[config.mk]
export PLATFORM = sky130hd
export DESIGN_NAME = pfb_front
export DESIGN_NICKNAME = d
export VERILOG_FILES = /design/src/sv/pfb_pkg.sv /design/src/sv/pfb_front.sv
export SDC_FILE = /design/constraint.sdc
export NUM_CORES = 1
export LEC_CHECK = 0
export BUFFER_PORTS_ARGS = -buffer_cell sky130_fd_sc_hd__buf_2
export CAP_MARGIN = 20
export CORE_ASPECT_RATIO = 0.9
export CORE_MARGIN = 2
export CORE_UTILIZATION = 52
export DETAILED_ROUTE_END_ITERATION = 8
export HOLD_SLACK_MARGIN = 0.12
export PLACE_DENSITY = 0.85
export SYNTH_ARGS = -nofsm -noshare
export SYNTH_HDL_FRONTEND = slang
export SYNTH_SLANG_ARGS = --single-unit
[constraint.sdc]
create_clock -name clk -period 8.05 [get_ports clk]
set_input_delay 1.61 -clock clk [delete_from_list [all_inputs] [get_ports clk]]
set_output_delay 1.61 -clock clk [all_outputs]
set_load 0.01 [all_outputs]
[src/sv/pfb_pkg.sv]
package pfb_pkg;

	// Storage geometry.
	localparam int REC_AW = 12;
	localparam int SEQ_AW = 10;
	localparam int PK_AW = 16;
	localparam logic [REC_AW:0] MAX_RECORDS = 13'd4096;
	localparam logic [SEQ_AW:0] MAX_SEQUENCES = 11'd1024;
	localparam logic [6:0] MAX_FETCH = 7'd64;
	localparam int POS_W = 48;

	// Function codes of an input transaction.
	localparam logic [1:0] FUNC_APPEND = 2'd0;
	localparam logic [1:0] FUNC_BYTE = 2'd1;
	localparam logic [1:0] FUNC_FETCH = 2'd2;

	// Code returned for an ambiguous position.
	localparam logic [2:0] CODE_N = 3'd4;

	typedef struct packed {
		logic [1:0] func;
		logic starts_sequence;
		logic [31:0] gap_length;
		logic [31:0] run_length;
		logic [15:0] byte_address;
		logic [7:0] byte_value;
		logic [9:0] sequence_index;
		logic [31:0] sequence_offset;
		logic [6:0] base_count;
	} req_t;

	typedef struct packed {
		logic [2:0] base_code;
		logic last_of_run;
		logic error_flag;
	} rsp_t;

	typedef enum logic [1:0] {
		CMD_APPEND,
		CMD_BYTE,
		CMD_FETCH
	} cmd_kind_t;

	typedef struct packed {
		cmd_kind_t kind;
		logic starts_sequence;
		logic [31:0] gap_length;
		logic [31:0] run_length;
		logic [15:0] byte_address;
		logic [7:0] byte_value;
		logic [9:0] sequence_index;
		logic [31:0] sequence_offset;
		logic [6:0] base_count;
	} cmd_t;

	typedef enum logic [2:0] {
		B_IDLE,
		B_ERR,
		B_SEQ_RD,
		B_SEQ_SET,
		B_REC_RD,
		B_DEC,
		B_PK_RD,
		B_PK_EMIT
	} back_state_t;

endpackage

[src/sv/pfb_front.sv]
module pfb_front import pfb_pkg::*; (
	input logic clk,
	input logic arst_n,
	input logic req_valid,
	output logic req_stall,
	input req_t req,
	output logic cmd_valid,
	output cmd_t cmd,
	input logic cmd_pop
);

	cmd_t fifo_q [2];
	logic wr_ptr_q;
	logic rd_ptr_q;
	logic [1:0] cnt_q;
	logic keep;
	logic push;
	cmd_t cls;

	// Classify the transaction; unused codes and empty fetches are dropped here.
	always_comb begin
		cls.kind = CMD_APPEND;
		keep = 1'b0;
		unique case (req.func)
			FUNC_APPEND: begin
				cls.kind = CMD_APPEND;
				keep = 1'b1;
			end
			FUNC_BYTE: begin
				cls.kind = CMD_BYTE;
				keep = 1'b1;
			end
			FUNC_FETCH: begin
				cls.kind = CMD_FETCH;
				keep = (req.base_count != 7'd0);
			end
			default: begin
				cls.kind = CMD_APPEND;
				keep = 1'b0;
			end
		endcase
		cls.starts_sequence = req.starts_sequence;
		cls.gap_length = req.gap_length;
		cls.run_length = req.run_length;
		cls.byte_address = req.byte_address;
		cls.byte_value = req.byte_value;
		cls.sequence_index = req.sequence_index;
		cls.sequence_offset = req.sequence_offset;
		cls.base_count = (req.base_count > MAX_FETCH) ? MAX_FETCH : req.base_count;
	end

	assign req_stall = (cnt_q == 2'd2);
	assign push = req_valid && !req_stall && keep;
	assign cmd_valid = (cnt_q != 2'd0);
	assign cmd = fifo_q[rd_ptr_q];

	// Two-entry command queue.
	always_ff @(posedge clk or negedge arst_n) begin
		if (!arst_n) begin
			wr_ptr_q <= 1'b0;
			rd_ptr_q <= 1'b0;
			cnt_q <= 2'd0;
		end else begin
			if (push) begin
				wr_ptr_q <= ~wr_ptr_q;
			end
			if (cmd_pop) begin
				rd_ptr_q <= ~rd_ptr_q;
			end
			cnt_q <= cnt_q + {1'b0, push} - {1'b0, cmd_pop};
		end
	end

	always_ff @(posedge clk) begin
		if (push) begin
			fifo_q[wr_ptr_q] <= cls;
		end
	end

endmodule

# Word level (Yosys, flattened, before mapping)

Memories as Yosys holds them, arrays and structs flattened.
Cells that the tools add are included.

Bits in writable memories: 280
Bits of input ports: 144
Latch bits: 0
Memories kept: 1
ROM bits: 0
Output and inout port bits: 142
Word-level logic and storage cells: 24
Bits in registers: 4

Multipliers: 0
Shift-type cells: 0
Div/mod/pow operators: 0
Reduce and logical (&&, ||, !) cells: 7
Mux-type cells: 5
Bitwise gates (word level): 2
Equality and inequality tests: 3
Add/sub/neg operators: 2
Magnitude comparators: 1

Memory list:

| memory | depth | width | rd ports | clocked after memory_dff | wr ports | line            | RTL |
|---|---|---|---|---|---|---|---|
| fifo_q | 2     | 140   | 1        | 0                        | 1        | pfb_front.sv:12 | `cmd_t fifo_q [2];` |

Operator list:

| kind                                                             | number |
|---|---|
| 7-bit > comparator (second input constant)                       | 1 |
| 7-bit 2-to-1 mux                                                 | 1 |
| 7-bit nonzero test                                               | 1 |
| 2-bit == test (second input constant)                            | 2 |
| 2-bit case mux with 2 select lines                               | 1 |
| 2-bit by 1-bit adder with 2-bit output                           | 1 |
| 2-bit by 1-bit == test with 1-bit output (second input constant) | 1 |
| 1-bit logical AND                                                | 2 |
| 2-bit zero test                                                  | 1 |
| 1-bit 2-to-1 mux                                                 | 2 |
| 1-bit inverter                                                   | 2 |
| 1-bit case mux with 2 select lines                               | 1 |
| 2-bit nonzero test                                               | 1 |
| 2-bit OR reduction                                               | 1 |
| 2-bit by 1-bit subtractor with 2-bit output                      | 1 |
| 1-bit zero test                                                  | 1 |

# Logic depth before layout (Yosys ltp)

Depth after elaboration: 6
Depth in mapped cells: 7
Depth with buffers taken out: 7

# Worst setup path after synthesis

OpenSTA, ideal clock, no wires.

Path type: input -> register
Start: in req_valid
End: mem fifo_q[0][0] in the netlist's numbering (enable)
Required time: 7.409 ns
Cell stages on the path: 3
Arrival time: 7.938 ns
Setup time: 0.641 ns
Setup slack: -0.529 ns
Path buffers: 0
Cells stage by stage: a21bo_2 a211o_2 nor2_1

Word-level cells in the longest chain between the ends: 4

RTL lines:

| item                                   | line            | RTL |
|---|---|---|
| from (decl)                            | pfb_front.sv:4  | `input logic req_valid,` |
| 1-bit logical AND (2 in series)        | pfb_front.sv:53 | `assign push = req_valid && !req_stall && keep;` |
| 1-bit 2-to-1 mux                       | pfb_front.sv:75 | `if (push) begin` |
| 1-bit 2-to-1 mux (implied by the code) | pfb_front.sv:76 | `fifo_q[wr_ptr_q] <= cls;` |
| to (decl)                              | pfb_front.sv:12 |  |

Every way passes these cells.

==> results.toml <==
[outcome]
status = "finished clean"

[clocking]
path_clk_slew_ps = 60
htreeDepth = 1
ctsHoldBuffers = 0
cts_buffers = 29
root_buffer = "clkbuf_16"
post_cts_buffers = 0
cts_sinks = 284
cts_tree = "built"
cts-resized-gates = 0
clock_path_buffers = 3
clk-insertion-delay-late_ps = 530

[place]
placed_cell_area_um2 = 12400
place_congestion = 0.734
portBuffers = 285
post-dp-hpwl_mm = 12.8
dp_worst_setup_slack_ps = 4030

[detailed_routing]
drt-total-wl_mm = 19.4
viasPerCell = 5.04
dr.pass1.iters = 6
drt_iter0_markers = 233
vias = 5287
drc = 0
detail-route-antenna-nets = 0
wl_per_cell_um = 18.5

[finish]
final_nets = 915
final_common_cell = "buf_2"
area_growth_pct = 23.7
fillerInstances = 1386
design_area_um2 = 13300
final_cell_mix = "buf_2 (285), edfxtp_1 (280), mux2_4 (90)"
drive_above_1_share = 0.606

[die]
initial_core_util = 0.535
fp.dieH_um = 140
die-area_um2 = 21800
dieWidth_um = 156
ioPinCount = 286
core-area_um2 = 20100
rows = 49

[min_path]
min_to = "cnt_q[0]"
min_path_cells = 1
min_from = "cnt_q[0]"
worstHoldPathType = "reg2reg"

[timing]
setup_viol = 0
finalHoldViolations = 0
max_slew_margin = 0.345
post-route-period-util = 0.531
worst_slack_ps = 3770
period_needed_ps = 4280
fmax_ghz = 0.234
worst_pin_slew_ps = 982
rsz0062_at_grt = "false"
finalClockSkew_ps = 13.9
slew_viol_final = 0
setup_tns_ps = 0

[grt]
grt_max_degree = 88
antenna_found_initial = 3
grt_overflow = 0
grt_use_total = 0.168
grt_first_pass_wirelength_mm = 28.3
grt_pass1_vias = 5386

[yosys]
synth_top_family_by_area = "multiplexers"
synth_adder_area_share = 0.00233
synth-compound-area-share = 0.00186
yosysWarnings = 0
synth-simple-area-share = 0.00814
syn_nets = 611
yosys-top-cells-area = "edfxtp_1 (78%), mux2_4 (13%), mux2_2 (5.2%)"
syn_area_um2 = 10800
ys_types = 20
synth_top_area_cell = "edfxtp_1"
synth_top_area_frac = 0.782
ys_seq_elements = 284
synth.mux.area_fraction = 0.178
synthCells = 465
synth-xor-area-share = 0.00326
yosysSeqAreaShare = 0.791
postSynthAreaPerCell_um2 = 23.1

[critical_path]
worstSetupPathType = "reg2out"
cp_cell_sequence = "buf_12 -> mux2_4 -> buf_2"
worstReg2RegEnd = "fifo_q[1][112]"
start_kind = "flop"
worst_ep_required_time_ps = 6440
critPathArrivalTime_ps = 2670
crit_buf_inv = 2
critPathSlowestCell = "dfrtp_4"
crit_path_end_kind = "primary output"
rr_worst_depth = 4
r2r_slack_ps = 5350
rr_startpoint = "cnt_q[1]"
critPathMaxStageDelay_ps = 960
crit_fanout = 87
cp_top_family = "flip-flops"

[power_and_ir_drop]
power.density_nw_per_um2 = 347
vdd_drop_max_mv = 0.334
leakagePower_nw = 5.23
power_mw = 4.62

[job]
cap_viol_max_count = 0
## area by class of cell
| type | instances | area (um2) | share of cell area |
|---|---|---|---|
| Multi-Input combinational cell | 162 | 2100 | 0.158 |
| Antenna cell | 3 | 7.51 | 0.000564 |
| Timing Repair Buffer | 290 | 1480 | 0.111 |
| Sequential cell | 284 | 8510 | 0.640 |
| Clock inverter | 21 | 155 | 0.0117 |
| Inverter | 2 | 7.51 | 0.000564 |
| Clock buffer | 31 | 733 | 0.0551 |
| Tap cell | 255 | 319 | 0.0240 |
## cell families (layout without fill, tap and decap cells)
logic type,after synthesis,after routing
buffers and inverters,19,344
and+or+nand+nor,14,14
other,0,3
muxes,140,140
DFF,284,284
xor gates and xnor gates,4,4
adders and majority gates,2,2
AOI/OAI and AO/OA,2,2
## state kept, by name, summed over array words and instances (netlist names)
name,cells
fifo_q,280
cnt_q,2
rd_ptr_q,1
wr_ptr_q,1
## power breakdown
part,internal (mW),total [mW],switching [mW]
combinational,0.677,1.33,0.653
clock,0.718,1.23,0.516
sequential,1.94,2.06,0.120
total,3.33,4.62,1.29
## metrics by stage
| stage | hold WS [ps] | cells | util |
|---|---|---|---|
| 2_1_floorplan | 467 | 465 | - |
| 3_3_place_gp | 504 | 993 | 0.617 |
| 3_5_place_dp | 514 | 993 | 0.617 |
| 4_1_cts | 532 | 1045 | 0.661 |
| 5_1_grt | 564 | 1048 | 0.662 |
| 6_report | 528 | 1048 | 0.662 |
## cells in the mapped netlist (all sizes together)
cell,count
clkbuf,1
buf,16
inv,2
mux2,140
dfrtp,4
edfxtp,280
xnor2,3
a211o,1
and2b,2
nor2,2
a21bo,1
or2,1
nor2b,7
nor4,1
nor4b,1
ha,2
xor2,1
## per-layer routing
metal	track usage	wire, um
met5	0	0
met2	0.284	9520
met3	0.0405	1260
met1	0.214	8050
met4	0.0613	550
## worst max path at each step
stage	start	to	slack, ps	cells after the start
4_1_cts	rd_ptr_q	cmd[3]	3710	3
5_1_grt	rd_ptr_q	cmd[85]	3640	3
3_5_place_dp	req[139]	fifo_q[1][62]	4030	5
6_report	rd_ptr_q	cmd[85]	3770	3
2_1_floorplan	req_valid	fifo_q[0][0]	-530	3
3_3_place_gp	req[139]	fifo_q[1][90]	4060	5
(Power assumes the default switching activity.)
